### config.mk
export PLATFORM = sky130hd
export DESIGN_NAME = rhcc_classify
export DESIGN_NICKNAME = d
export VERILOG_FILES = /design/src/hdl/rhcc_pkg.sv /design/src/hdl/rhcc_classify.sv
export SDC_FILE = /design/constraint.sdc
export NUM_CORES = 1
export LEC_CHECK = 0
export ABC_AREA = 1
export BUFFER_PORTS_ARGS = -buffer_cell sky130_fd_sc_hd__buf_2
export CORE_ASPECT_RATIO = 1.25
export CORE_MARGIN = 1
export CORE_UTILIZATION = 30
export DETAILED_ROUTE_END_ITERATION = 8
export GPL_TIMING_DRIVEN = 0
export PLACE_DENSITY = 0.56
export RECOVER_POWER = 100
export SLEW_MARGIN = 20
export SYNTH_ARGS = -nofsm -noshare
export SYNTH_HDL_FRONTEND = slang
export SYNTH_SLANG_ARGS = --single-unit
### constraint.sdc
create_clock -name clk -period 5.5 [get_ports clk]
set_input_delay 1.1 -clock clk [delete_from_list [all_inputs] [get_ports clk]]
set_output_delay 1.1 -clock clk [all_outputs]
set_load 0.03 [all_outputs]
### src/hdl/rhcc_pkg.sv
`timescale 1ns / 1ps
`default_nettype none
// ----------------------------------------------------------------------------
// RGB to HSV color classifier package
// Shared types, register layout, class codes and fixed constants.
// ----------------------------------------------------------------------------
package rhcc_pkg;

    localparam int CFG_IDX_W  = 3;
    localparam int CFG_DATA_W = 9;
    localparam int CLASS_W    = 3;
    localparam int HUE_OUT_W  = 16;
    localparam int SAT_OUT_W  = 13;
    localparam int VALUE_W    = 7;
    localparam int VALUE_MAX  = 100;

    localparam int DEG_SECTOR    = 60;
    localparam int HUE_GREEN_OFS = 120;
    localparam int HUE_BLUE_OFS  = 240;
    localparam int PERCENT       = 100;
    localparam int RED_WRAP      = 340;
    localparam int YELLOW_HUE    = 50;
    localparam int WIN_10        = 10;
    localparam int WIN_15        = 15;
    localparam int WIN_20        = 20;
    localparam int WIN_30        = 30;
    localparam int WIN_40        = 40;
    localparam int WIN_70        = 70;

    typedef enum logic [CFG_IDX_W-1:0] {
        CFG_BLACK_HUE = 3'd0,
        CFG_BLACK_SAT = 3'd1,
        CFG_BLACK_VAL = 3'd2,
        CFG_GREEN_HUE = 3'd3,
        CFG_RED_HUE   = 3'd4,
        CFG_BLUE_HUE  = 3'd5,
        CFG_BLUE_SAT  = 3'd6,
        CFG_BLUE_VAL  = 3'd7
    } rhcc_cfg_idx_t;

    typedef enum logic [CLASS_W-1:0] {
        CLASS_INVALID = 3'd0,
        CLASS_BLACK   = 3'd1,
        CLASS_GREEN   = 3'd2,
        CLASS_RED     = 3'd3,
        CLASS_BLUE    = 3'd4,
        CLASS_YELLOW  = 3'd5
    } rhcc_class_t;

    typedef enum logic [1:0] {
        CHAN_RED   = 2'd0,
        CHAN_GREEN = 2'd1,
        CHAN_BLUE  = 2'd2
    } rhcc_chan_t;

    typedef struct packed {
        logic [8:0] black_hue;
        logic [6:0] black_sat;
        logic [6:0] black_val;
        logic [8:0] green_hue;
        logic [8:0] red_hue;
        logic [8:0] blue_hue;
        logic [6:0] blue_sat;
        logic [6:0] blue_val;
    } rhcc_cfg_t;

    localparam rhcc_cfg_t CFG_RESET = '{
        black_hue: 9'd240,
        black_sat: 7'd30,
        black_val: 7'd60,
        green_hue: 9'd120,
        red_hue:   9'd0,
        blue_hue:  9'd220,
        blue_sat:  7'd90,
        blue_val:  7'd100
    };

    typedef struct packed {
        logic               hue_undef;
        logic               hue_neg;
        logic               sat_zero;
        logic [VALUE_W-1:0] value;
    } rhcc_side_t;

    typedef struct packed {
        logic [CLASS_W-1:0]   color_class;
        logic [HUE_OUT_W-1:0] hue_fx;
        logic [SAT_OUT_W-1:0] sat_fx;
        logic [VALUE_W-1:0]   value_level;
    } rhcc_result_t;

endpackage
`default_nettype wire

### src/hdl/rhcc_classify.sv
`timescale 1ns / 1ps
`default_nettype none
// ----------------------------------------------------------------------------
// Hue and saturation finishing and color window classification
// One register stage forms the signed hue and the saturation; the window
// tests and the priority encoding follow it.
// ----------------------------------------------------------------------------
module rhcc_classify
    import rhcc_pkg::*;
#(
    parameter int FRAC_BITS = 6,
    localparam int Q_W      = FRAC_BITS + 9
)
(
    input  wire logic           clk,
    input  wire logic           rst_n,
    input  wire logic           en,
    input  wire logic           in_valid,
    input  wire logic [Q_W-1:0] hue_quo,
    input  wire logic [Q_W-1:0] sat_quo,
    input  wire rhcc_side_t     side,
    input  wire rhcc_cfg_t      cfg,
    output      logic           out_valid,
    output      rhcc_result_t   result
);

    localparam int CW = FRAC_BITS + 12;
    localparam int HW = (CW > HUE_OUT_W) ? CW : HUE_OUT_W;
    localparam int SW = (Q_W > SAT_OUT_W) ? Q_W : SAT_OUT_W;
    localparam int VW = VALUE_W + 2;
    localparam logic signed [CW-1:0] HUE_UNDEF = -(CW'(1) << FRAC_BITS);

    logic                  valid_a_reg;
    logic signed [CW-1:0]  hue_a_reg, hue_a_next;
    logic [Q_W-1:0]        sat_a_reg, sat_a_next;
    logic [VALUE_W-1:0]    value_a_reg;

    logic signed [CW-1:0]  sat_s;
    logic signed [VW-1:0]  val_s;
    logic signed [HW-1:0]  hue_wide;
    logic [SW-1:0]         sat_wide;
    logic                  is_black, is_green, is_red, is_blue, is_yellow;
    rhcc_class_t           cls;

    function automatic logic signed [CW-1:0] deg_thr(input logic [8:0] base, input int ofs);
        logic signed [CW-1:0] sum;
        sum = $signed(CW'(base)) + $signed(CW'(ofs));
        return sum <<< FRAC_BITS;
    endfunction

    function automatic logic signed [VW-1:0] val_thr(input logic [6:0] base, input int ofs);
        return $signed(VW'(base)) + $signed(VW'(ofs));
    endfunction

    always_comb
    begin
        if (side.hue_undef)
        begin
            hue_a_next = HUE_UNDEF;
        end
        else if (side.hue_neg)
        begin
            hue_a_next = -$signed(CW'(hue_quo));
        end
        else
        begin
            hue_a_next = $signed(CW'(hue_quo));
        end
        sat_a_next = side.sat_zero ? '0 : sat_quo;
    end

    always_ff @(posedge clk or negedge rst_n)
    begin
        if (!rst_n)
        begin
            valid_a_reg <= 1'b0;
        end
        else if (en)
        begin
            valid_a_reg <= in_valid;
        end
    end

    always_ff @(posedge clk)
    begin
        if (en)
        begin
            hue_a_reg   <= hue_a_next;
            sat_a_reg   <= sat_a_next;
            value_a_reg <= side.value;
        end
    end

    always_comb
    begin
        sat_s = $signed(CW'(sat_a_reg));
        val_s = $signed(VW'(value_a_reg));

        is_black = deg_thr(cfg.black_hue, -WIN_10) <= hue_a_reg
                && hue_a_reg <= deg_thr(cfg.black_hue, WIN_10)
                && deg_thr({2'b00, cfg.black_sat}, -WIN_10) <= sat_s
                && sat_s <= deg_thr({2'b00, cfg.black_sat}, WIN_10)
                && val_thr(cfg.black_val, -WIN_10) <= val_s
                && val_s <= val_thr(cfg.black_val, WIN_10);

        is_green = deg_thr(cfg.green_hue, -WIN_30) < hue_a_reg
                && hue_a_reg < deg_thr(cfg.green_hue, WIN_70)
                && val_s > val_thr(cfg.black_val, WIN_10);

        is_red = hue_a_reg < deg_thr(cfg.red_hue, WIN_20)
              || deg_thr('0, RED_WRAP) < hue_a_reg;

        is_blue = deg_thr(cfg.blue_hue, -WIN_10) <= hue_a_reg
               && hue_a_reg <= deg_thr(cfg.blue_hue, WIN_40)
               && deg_thr({2'b00, cfg.blue_sat}, -WIN_20) <= sat_s
               && sat_s <= deg_thr({2'b00, cfg.blue_sat}, WIN_20)
               && val_thr(cfg.blue_val, -WIN_15) <= val_s
               && val_s <= val_thr(cfg.blue_val, 0);

        is_yellow = deg_thr('0, YELLOW_HUE - WIN_30) < hue_a_reg
                 && hue_a_reg < deg_thr('0, YELLOW_HUE + WIN_30);

        priority if (is_black)
        begin
            cls = CLASS_BLACK;
        end
        else if (is_green)
        begin
            cls = CLASS_GREEN;
        end
        else if (is_red)
        begin
            cls = CLASS_RED;
        end
        else if (is_blue)
        begin
            cls = CLASS_BLUE;
        end
        else if (is_yellow)
        begin
            cls = CLASS_YELLOW;
        end
        else
        begin
            cls = CLASS_INVALID;
        end
    end

    assign hue_wide = HW'(hue_a_reg);
    assign sat_wide = SW'(sat_a_reg);

    assign out_valid          = valid_a_reg;
    assign result.color_class = cls;
    assign result.hue_fx      = hue_wide[HUE_OUT_W-1:0];
    assign result.sat_fx      = sat_wide[SAT_OUT_W-1:0];
    assign result.value_level = value_a_reg;

endmodule
`default_nettype wire

==> run_results.csv <==
group,metric,value,unit
status,status,"finished, violations left",
status,violations,"capacitance limit, slew limit",
critical_path,arrival,3.93,ns
yosys,synth-main-ff-cell,"edfxtp_1",
global_routing,grt_pass1_vias,6164,
place,pre_cts_ws,0.625,ns
clock_network,clkTransAtPathRegs,0.06,ns
hold_path,hold_path.class,"reg -> reg",
timing,setup_viol,0,
place,dp_hpwl,15700,um
power_and_ir_drop,pwr-share-seq,31.3,%
yosys,ys_types,40,
route,wl_per_cell,13.3,um
yosys,synth.largest_area_cell,"ha_1",
timing,layout_setup_ws,0.466,ns
yosys,syn_inst,933,
hold_path,hold_start,"out_valid",
layout,largest_register_ffs,18,
power_and_ir_drop,p_comb_share,47.1,%
yosys,yosysTopAreaCellShare,27.3,%
global_routing,grt_pass1_wl,29300,um
global_routing,grt_antenna_before_repair,6,
critical_path,slowest_delay,0.39,ns
critical_path,critPathBufInv,4,
critical_path,crit_slowest_cell,"clkbuf_1",
floorplanning,die_x,136,um
floorplanning,io_pins,148,
clock_network,clkLatencyLatePin,0.28,ns
timing,tns,0,ns
layout,layout_commonest_cell,"ha_1",
clock_network,cts.sinks,41,
critical_path,rr_startpoint,"out_valid",
route,drc,0,
yosys,seq_area_frac_synth,18.1,%
clock_network,numCtsBuffers,5,
floorplanning,die_y,170,um
timing,period_share,91.5,%
yosys,async_flop_share,2.44,%
layout,drive_above_1_share,13.8,%
place,io_buffers,145,
hold_path,whs_endpoint,"out_valid",
floorplanning,dieArea,23200,um^2
power_and_ir_drop,p_leak,4.09,nW
clock_network,htree_num_levels,2,
floorplanning,fp-row-count,61,
hold_path,holdPathStages,1,
critical_path,reg2reg_depth,1,
critical_path,worst-endpoint-required,4.40,ns
floorplanning,coreArea,22200,um^2
yosys,syn_area_per_cell,7.27,um^2
clock_network,cts-root-buf,"clkbuf_16",
clock_network,cts_tree,"built",
timing,fmax,199,MHz
power_and_ir_drop,p_clk_share,21.6,%
route,drt_first_pass_iters,5,
clock_network,postCtsSetupRepairBufs,0,
critical_path,r2r_end,"out_valid",
job,drv_cap,1,
timing,skew,0,ns
route,num_vias,6435,
timing,worst_hold_slack,0.517,ns
timing,slew_violations,42,
timing,finalHoldViolCount,0,
yosys,yosys_warnings,0,
layout,area_growth,17.3,%
clock_network,cts_resized,0,
route,drt_iter0_drc,183,
route,vias_per_cell,4.68,
yosys,synth.area.top_cells,"ha_1, edfxtp_1, inv_1, nand2_1, xor2_1",
layout,final_cell_mix,"ha_1, inv_1, nand2_1",
global_routing,grt_start_max_net_pins,42,
timing,worst_pin_slew,2.36,ns
power_and_ir_drop,p_sw,0.000538,W
yosys,synth-edff-count,40,
critical_path,crit_family,"simple AND/OR/NAND/NOR gates",
yosys,syn_nets,1189,
clock_network,hold_buffers,0,
critical_path,path_max_fanout,4,
timing,rsz0062_at_grt,"false",
clock_network,clk_path_buf_depth,2,
critical_path,startpoint_type,"input port",
critical_path,crit_type,"in -> out",
power_and_ir_drop,sw_frac_of_total,40.6,%
timing,max_slew_margin,-57.6,%
floorplanning,start_util,30.5,%
power_and_ir_drop,p_int,0.000787,W
yosys,syn_area,6780,um^2
critical_path,critPathCaptureType,"primary output",
power_and_ir_drop,vdd_ir_drop_max,0.000122,V
place,gp_congestion,0.840,
critical_path,reg2reg_slack,4.75,ns
yosys,ys_seq_elements,41,
global_routing,grt_usage,16.0,%
timing,period_minus_slack,5.03,ns
critical_path,crit_chain,"buf_2, inv_1, nor3_1, nand2_1, nand4_1, nor2_1, ha_1, nand4_1, nor3_1, o21ai_0, nand3_1, xor2_1, nand3_1, nand2_1, inv_1, nor2_1, clkbuf_1",
global_routing,gr-total-overflow,0,
power_and_ir_drop,p_per_area,167,nW/um^2
layout,nNetsFinal,1341,
route,wl,18300,um
route,antenna_left,0,
[Yosys cell counts (6+ instances only)]
cell type and count:
ha_1 148, inv_1 144, nand2_1 141, nor2_1 82, a21oi_1 67, nand3_1 56
xor2_1 52, o21ai_0 51, edfxtp_1 40, nor3_1 37, buf_4 29, nand4_1 18
xnor2_1 10, clkbuf_1 6, nand3b_1 6
[cell families (layout without fill, tap and decap cells)]
group	after synthesis	in the layout	share of synthesized area (%)
AND/OR/NAND/NOR	357	357	23.3
flip-flops	41	41	18.1
AO/OA/AOI/OAI	144	144	11.6
multiplexers	1	1	0.166
XOR/XNOR	62	62	8.01
other	0	5	0
adder cells (fa/ha/maj)	148	148	27.3
buffers and inverters	180	333	11.6
[power groups by stage]
stage | clock network (W) | registers, W | logic, W
after global placement | 0 | 0.000420 | 0.000626
after detailed placement | 0 | 0.000421 | 0.000635
after floorplan | 0 | 0.000411 | 0.000436
after CTS | 0.000298 | 0.000415 | 0.000639
after global routing | 0.000307 | 0.000419 | 0.000723
final | 0.000286 | 0.000415 | 0.000624
[worst max-delay path by stage]
stage | slack, ns | startpoint | to | depth (start not counted)
CTS | 0.62 | cfg[33] | result[37] | 17
global placement | 0.64 | cfg[56] | result[36] | 19
floorplan | 1.16 | cfg[33] | result[37] | 15
global route | 0.23 | cfg[56] | result[36] | 19
detailed placement | 0.63 | cfg[33] | result[37] | 17
finish | 0.47 | cfg[33] | result[37] | 17
[per-layer routing]
metal / vias up / track usage, % / part of all wire (%)
met3: 30 / 2.41 / 4.0
met4: 2 / 5.89 / 3.0
met1: 2842 / 18.7 / 43
met2: 127 / 29.1 / 50
li1: 3434 / - / -
met5: - / 0 / 0.071
[metrics by stage]
step | power [W] | util, % | instance area [um^2] | instances
after CTS | 0.00135 | 36.0 | 8000 | 1369
after floorplan | 0.000847 | - | 6780 | 933
after global routing | 0.00145 | 35.8 | 7950 | 1371
final | 0.00133 | 35.8 | 7960 | 1374
after detailed placement | 0.00106 | 35.4 | 7860 | 1361
after global placement | 0.00105 | 35.4 | 7860 | 1361
[cell type report]
cell class,instances,area [um^2]
Inverter,145,544
Multi-Input combinational cell,712,4770
Clock buffer,6,129
Antenna cell,5,12.5
Timing Repair Buffer,145,674
Buffer,35,240
Tap cell,283,354
Fill cell,2380,14300
Clock inverter,2,10.0
Sequential cell,41,1230
No activity file was read; power rests on OpenSTA's default activity.
