**config.mk**
```make
export PLATFORM = sky130hd
export DESIGN_NAME = rhcc_div
export DESIGN_NICKNAME = d
export VERILOG_FILES = /design/src/hdl/rhcc_pkg.sv /design/src/hdl/rhcc_div.sv
export SDC_FILE = /design/constraint.sdc
export NUM_CORES = 1
export LEC_CHECK = 0
export ABC_AREA = 1
export BUFFER_PORTS_ARGS = -buffer_cell sky130_fd_sc_hd__clkbuf_2
export CORE_ASPECT_RATIO = 1.25
export CORE_MARGIN = 2
export CORE_UTILIZATION = 45
export DETAILED_ROUTE_END_ITERATION = 8
export GPL_TIMING_DRIVEN = 1
export PLACE_DENSITY_LB_ADDON = 0.05
export SLEW_MARGIN = 20
export SYNTH_ARGS = -nofsm -noshare
export SYNTH_HDL_FRONTEND = slang
export SYNTH_SLANG_ARGS = --single-unit
```
**constraint.sdc**
```tcl
create_clock -name clk -period 2.5 [get_ports clk]
set_input_delay 0.75 -clock clk [delete_from_list [all_inputs] [get_ports clk]]
set_output_delay 0.75 -clock clk [all_outputs]
set_load 0.01 [all_outputs]
```
**src/hdl/rhcc_pkg.sv**
```systemverilog
`timescale 1ns / 1ps
`default_nettype none
// ----------------------------------------------------------------------------
// RGB to HSV color classifier package
// Shared types, register layout, class codes and fixed constants.
// ----------------------------------------------------------------------------
package rhcc_pkg;

    localparam int CFG_IDX_W  = 3;
    localparam int CFG_DATA_W = 9;
    localparam int CLASS_W    = 3;
    localparam int HUE_OUT_W  = 16;
    localparam int SAT_OUT_W  = 13;
    localparam int VALUE_W    = 7;
    localparam int VALUE_MAX  = 100;

    localparam int DEG_SECTOR    = 60;
    localparam int HUE_GREEN_OFS = 120;
    localparam int HUE_BLUE_OFS  = 240;
    localparam int PERCENT       = 100;
    localparam int RED_WRAP      = 340;
    localparam int YELLOW_HUE    = 50;
    localparam int WIN_10        = 10;
    localparam int WIN_15        = 15;
    localparam int WIN_20        = 20;
    localparam int WIN_30        = 30;
    localparam int WIN_40        = 40;
    localparam int WIN_70        = 70;

    typedef enum logic [CFG_IDX_W-1:0] {
        CFG_BLACK_HUE = 3'd0,
        CFG_BLACK_SAT = 3'd1,
        CFG_BLACK_VAL = 3'd2,
        CFG_GREEN_HUE = 3'd3,
        CFG_RED_HUE   = 3'd4,
        CFG_BLUE_HUE  = 3'd5,
        CFG_BLUE_SAT  = 3'd6,
        CFG_BLUE_VAL  = 3'd7
    } rhcc_cfg_idx_t;

    typedef enum logic [CLASS_W-1:0] {
        CLASS_INVALID = 3'd0,
        CLASS_BLACK   = 3'd1,
        CLASS_GREEN   = 3'd2,
        CLASS_RED     = 3'd3,
        CLASS_BLUE    = 3'd4,
        CLASS_YELLOW  = 3'd5
    } rhcc_class_t;

    typedef enum logic [1:0] {
        CHAN_RED   = 2'd0,
        CHAN_GREEN = 2'd1,
        CHAN_BLUE  = 2'd2
    } rhcc_chan_t;

    typedef struct packed {
        logic [8:0] black_hue;
        logic [6:0] black_sat;
        logic [6:0] black_val;
        logic [8:0] green_hue;
        logic [8:0] red_hue;
        logic [8:0] blue_hue;
        logic [6:0] blue_sat;
        logic [6:0] blue_val;
    } rhcc_cfg_t;

    localparam rhcc_cfg_t CFG_RESET = '{
        black_hue: 9'd240,
        black_sat: 7'd30,
        black_val: 7'd60,
        green_hue: 9'd120,
        red_hue:   9'd0,
        blue_hue:  9'd220,
        blue_sat:  7'd90,
        blue_val:  7'd100
    };

    typedef struct packed {
        logic               hue_undef;
        logic               hue_neg;
        logic               sat_zero;
        logic [VALUE_W-1:0] value;
    } rhcc_side_t;

    typedef struct packed {
        logic [CLASS_W-1:0]   color_class;
        logic [HUE_OUT_W-1:0] hue_fx;
        logic [SAT_OUT_W-1:0] sat_fx;
        logic [VALUE_W-1:0]   value_level;
    } rhcc_result_t;

endpackage
`default_nettype wire

```
**src/hdl/rhcc_div.sv**
```systemverilog
`timescale 1ns / 1ps
`default_nettype none
// ----------------------------------------------------------------------------
// Dual-lane pipelined divider
// Restoring division, one quotient bit per stage, for the hue and the
// saturation lanes in lockstep, with the item flags carried alongside.
// ----------------------------------------------------------------------------
module rhcc_div
    import rhcc_pkg::*;
#(
    parameter int RAW_BITS  = 10,
    parameter int FRAC_BITS = 6,
    localparam int Q_W      = FRAC_BITS + 9,
    localparam int NUM_W    = RAW_BITS + Q_W
)
(
    input  wire logic                clk,
    input  wire logic                rst_n,
    input  wire logic                en,
    input  wire logic                in_valid,
    input  wire logic [NUM_W-1:0]    hue_num,
    input  wire logic [RAW_BITS-1:0] hue_den,
    input  wire logic [NUM_W-1:0]    sat_num,
    input  wire logic [RAW_BITS-1:0] sat_den,
    input  wire rhcc_side_t          side_in,
    output      logic                out_valid,
    output      logic [Q_W-1:0]      hue_quo,
    output      logic [Q_W-1:0]      sat_quo,
    output      rhcc_side_t          side_out
);

    logic                valid_reg [Q_W];
    logic                valid_next [Q_W];
    logic [RAW_BITS-1:0] hrem_reg [Q_W];
    logic [RAW_BITS-1:0] hrem_next [Q_W];
    logic [Q_W-1:0]      hnq_reg [Q_W];
    logic [Q_W-1:0]      hnq_next [Q_W];
    logic [RAW_BITS-1:0] hden_reg [Q_W];
    logic [RAW_BITS-1:0] hden_next [Q_W];
    logic [RAW_BITS-1:0] srem_reg [Q_W];
    logic [RAW_BITS-1:0] srem_next [Q_W];
    logic [Q_W-1:0]      snq_reg [Q_W];
    logic [Q_W-1:0]      snq_next [Q_W];
    logic [RAW_BITS-1:0] sden_reg [Q_W];
    logic [RAW_BITS-1:0] sden_next [Q_W];
    rhcc_side_t          side_reg [Q_W];
    rhcc_side_t          side_next [Q_W];

    function automatic logic [RAW_BITS:0] div_step(
        input logic [RAW_BITS-1:0] rem,
        input logic                nbit,
        input logic [RAW_BITS-1:0] den
    );
        logic [RAW_BITS:0] trial;
        logic [RAW_BITS:0] diff;
        trial = {rem, nbit};
        diff  = trial - {1'b0, den};
        if (trial >= {1'b0, den})
        begin
            return {1'b1, diff[RAW_BITS-1:0]};
        end
        return {1'b0, trial[RAW_BITS-1:0]};
    endfunction

    always_comb
    begin
        logic [RAW_BITS-1:0] hrem_in, srem_in, hden_in, sden_in;
        logic [Q_W-1:0]      hnq_in, snq_in;
        logic [RAW_BITS:0]   hstep, sstep;
        for (int k = 0; k < Q_W; k++)
        begin
            if (k == 0)
            begin
                valid_next[k] = in_valid;
                side_next[k]  = side_in;
                hrem_in       = hue_num[NUM_W-1:Q_W];
                hnq_in        = hue_num[Q_W-1:0];
                hden_in       = hue_den;
                srem_in       = sat_num[NUM_W-1:Q_W];
                snq_in        = sat_num[Q_W-1:0];
                sden_in       = sat_den;
            end
            else
            begin
                valid_next[k] = valid_reg[k-1];
                side_next[k]  = side_reg[k-1];
                hrem_in       = hrem_reg[k-1];
                hnq_in        = hnq_reg[k-1];
                hden_in       = hden_reg[k-1];
                srem_in       = srem_reg[k-1];
                snq_in        = snq_reg[k-1];
                sden_in       = sden_reg[k-1];
            end
            hstep        = div_step(hrem_in, hnq_in[Q_W-1], hden_in);
            sstep        = div_step(srem_in, snq_in[Q_W-1], sden_in);
            hrem_next[k] = hstep[RAW_BITS-1:0];
            hnq_next[k]  = {hnq_in[Q_W-2:0], hstep[RAW_BITS]};
            hden_next[k] = hden_in;
            srem_next[k] = sstep[RAW_BITS-1:0];
            snq_next[k]  = {snq_in[Q_W-2:0], sstep[RAW_BITS]};
            sden_next[k] = sden_in;
        end
    end

    always_ff @(posedge clk or negedge rst_n)
    begin
        if (!rst_n)
        begin
            for (int k = 0; k < Q_W; k++)
            begin
                valid_reg[k] <= 1'b0;
            end
        end
        else if (en)
        begin
            for (int k = 0; k < Q_W; k++)
            begin
                valid_reg[k] <= valid_next[k];
            end
        end
    end

    always_ff @(posedge clk)
    begin
        if (en)
        begin
            for (int k = 0; k < Q_W; k++)
            begin
                hrem_reg[k] <= hrem_next[k];
                hnq_reg[k]  <= hnq_next[k];
                hden_reg[k] <= hden_next[k];
                srem_reg[k] <= srem_next[k];
                snq_reg[k]  <= snq_next[k];
                sden_reg[k] <= sden_next[k];
                side_reg[k] <= side_next[k];
            end
        end
    end

    assign out_valid = valid_reg[Q_W-1];
    assign hue_quo   = hnq_reg[Q_W-1];
    assign sat_quo   = snq_reg[Q_W-1];
    assign side_out  = side_reg[Q_W-1];

endmodule
`default_nettype wire

```
==> reports/results.tsv <==
stage	metric	value	unit
status	run status	completed	
sta	hold_ws	0.199	ns
finish	Area Growth Syn to Fin	12.6	%
synth	fraction of registers with async set or reset after synthesis	1.28	%
sta	FMAX	0.456	GHz
synth	FF+latch count, synth	1175	
power_and_ir_drop	Clock Power Share	26.5	%
sta	final worst-path cycle share	87.7	%
synth	post-synth top area share	62.5	%
power_and_ir_drop	Net Sw Frac	33.9	%
route	Final ANT Viol Nets	0	
route	1st-pass router iterations	5	
critical_path	crit-path max cell delay	0.40	ns
floorplanning	standard-cell rows	144	
power_and_ir_drop	Tot Pwr	67.4	mW
power_and_ir_drop	Net Sw Power	22.9	mW
floorplanning	Die X	319	microns
sta	Final Max Tran Viols	0	
critical_path	Worst EP required	2.98	ns
cts	root buffer cell	clkbuf_16	
critical_path	delay-heaviest family, CP	simple AND/OR/NAND/NOR gates	
power_and_ir_drop	share of total power in combinational logic	31.8	%
finish	Net count, final	5902	
cts	CTS buffer count	119	
cts	clk buf depth	3	
critical_path	CP endpoint kind	register	
synth	library cells used by synthesis	37	
critical_path	WP buf/inv	2	
sta	Tmin final	2.19	ns
sta	Worst Max-Slew Pin Slew	0.400	ns
synth	Mean Syn Cell Area	10.7	sq um
grt	GR Util All Layers	17.3	%
route	final wirelength	109000	microns
route	Avg WL per Cell	15.1	microns
cts	CTS resizes	0	
route	via/cell ratio	4.74	
critical_path	CP Max Fanout	13	
floorplanning	core outline area	123000	sq um
cts	H-tree Lvls	3	
power_and_ir_drop	Peak VDD IR	645	uV
power_and_ir_drop	P_int	44.5	mW
synth	EDFF count, synth	1160	
sta	setup TNS	0	ns
critical_path	crit start category	register	
synth	count leader, synth	nand2_1	
sta	RSZ-0062 raised after global routing	false	
cts	Worst-Skew Late Latency	0.73	ns
grt	initial antenna violation count	1	
floorplanning	die area	127000	sq um
flow_run	max-cap violations	0	
sta	setup ws final	0.308	ns
place	placed cell area	58800	sq um
place	Post-DP HPWL	82300	microns
power_and_ir_drop	Leak	28.3	nW
synth	YS warnings	0	
critical_path	arrival time worst endpoint	2.67	ns
floorplanning	Die Y	397	microns
synth	Synth Flop Type	edfxtp_1	
critical_path	crit-path cells	inv_1 > ha_1 > nand3_1 > nand2_1 > nand2_1 > nand2_1 > nand2_1 > nand2_2 > inv_2 > nand2_1 > nand2_1	
place	PortBufs	124	
route	DR vias	34136	
synth	top cells by count, synth	1659 x nand2_1, 1160 x edfxtp_1, 808 x inv_1	
power_and_ir_drop	Power Density	1070	nW/um^2
synth	mapped cell area	55700	sq um
cts	Worst-path clk slew	0.06	ns
synth	post-synthesis sequential area ratio	63.2	%
route	Residual DRC	0	
sta	clock skew	0.0224	ns
route	DRT iter0 DRCs	1763	
critical_path	Worst path slowest cell	edfxtp_1	
place	Place WS	0.0163	ns
grt	largest net degree at the start of global routing	70	
grt	global-route wire length before repair	176000	microns
synth	Post-Synthesis Cells	5221	
cts	CTS tree	done	
min_path	worst hold path class	in -> reg	
floorplanning	IO Pins	125	
floorplanning	initial core utilization	45.3	%
sta	final-report hold violation count	0	
place	Placed Cells	6974	
cts	clk sinks	1175	
synth	Area contributors post-synth	edfxtp_1 63%, nand2_1 11%, ha_1 6.7%	
critical_path	CP dominant cell by count	nand2_1	
power_and_ir_drop	Reg power frac	41.7	%
grt	GR Overflow Total	0	
critical_path	Worst Setup Path Type	reg -> reg	
synth	Mapped Nets	5633	
finish	final core utilization	51.0	%
synth	area leader, netlist	edfxtp_1	
sta	final setup fails	0	
finish	layout cells sized above 1	9.07	%
finish	non-filler cells, final	7196	
grt	vias in the first global route	34565	
sta	relative slew slack	73.1	%
finish	Final Cell Area	62800	sq um
place	GP Congestion	0.829	
==> final cells by class <==
type | count | area [sq um]
multi-input cells | 3143 | 16800
fillers | 11195 | 60300
diodes | 1 | 2.50
inverters | 832 | 3120
clock buffers | 149 | 3140
flip-flops and latches | 1175 | 35200
clock inverters | 71 | 800
repair buffers | 219 | 1700
well taps | 1606 | 2010
==> cells in the final DEF (no fill, tap or decap), drive strengths merged, types with 28 or more instances in the layout <==
cell	count
inv	838
a21oi	149
buf	95
fa	28
clkbuf	272
xor2	84
edfxtp	1160
nor2	266
nand4	33
o21ai	39
ha	300
or2	34
nand3	435
nand2	1699
clkinv	47
==> power groups by stage <==
stage / sequential [mW] / combinational (mW) / clock (mW)
floorplan: 27.7 / 16.7 / 0
global placement: 28.6 / 21.4 / 0
detailed placement: 28.6 / 21.6 / 0
CTS: 28.2 / 21.7 / 18.6
global route: 28.5 / 24.9 / 19.3
finish: 28.1 / 21.4 / 17.9
==> path summary, 6_finish.rpt <==
path / startpoint / end / slack (ns) / depth (start not counted)
min: hue_num[13] / hnq_reg[0][14] / 0.20 / 1
max: hden_reg[0][32] / hrem_reg[0][48] / 0.31 / 11
min reg2reg: hnq_reg[1][66] / hnq_reg[1][82] / 0.41 / 0
min in group asynchronous: rst_n / valid_next[0] / 0.49 / 2
max in group asynchronous: rst_n / valid_next[11] / 1.74 / 2
max reg2reg: hden_reg[0][32] / hrem_reg[0][48] / 0.31 / 11
==> cells by family (layout without fill, tap and decap cells) <==
family / Yosys count / count (layout) / share of synthesized area [%]
AOI/OAI and AO/OA: 219 / 219 / 2.12
xor gates and xnor gates: 84 / 84 / 1.32
adders and majority gates: 328 / 328 / 7.74
buffers and inverters: 903 / 1271 / 6.70
DFF: 1175 / 1175 / 63.2
muxes: 1 / 1 / 0.0202
other: 0 / 1 / 0
and+or+nand+nor: 2511 / 2511 / 18.9
==> worst reg2reg max path, stage by stage, from the launching register on <==
cell and delay (ns):
edfxtp_1 0.40, inv_1 0.07, ha_1 0.38, nand3_1 0.10
nand2_1 0.16, nand2_1 0.10, nand2_1 0.09, nand2_1 0.06
nand2_2 0.25, inv_2 0.17, nand2_1 0.10, nand2_1 0.05
==> timing repair <==
action / in CTS / in global routing
hold buffers: 1 / 0
hold endpoints to repair: 15 / 0
buffers inserted: 0 / 0
==> layer usage <==
metal / GRT usage (%) / vias up / part of all wire, % / wire length (microns)
li1: - / 17780 / - / -
met1: 19.1 / 15801 / 40 / 43500
met2: 33.6 / 377 / 54 / 59200
met3: 2.11 / 178 / 2.5 / 2750
met4: 6.55 / 0 / 3.0 / 3270
met5: 0 / - / 0 / 0
Note: power is estimated with default switching activity, not from simulation.
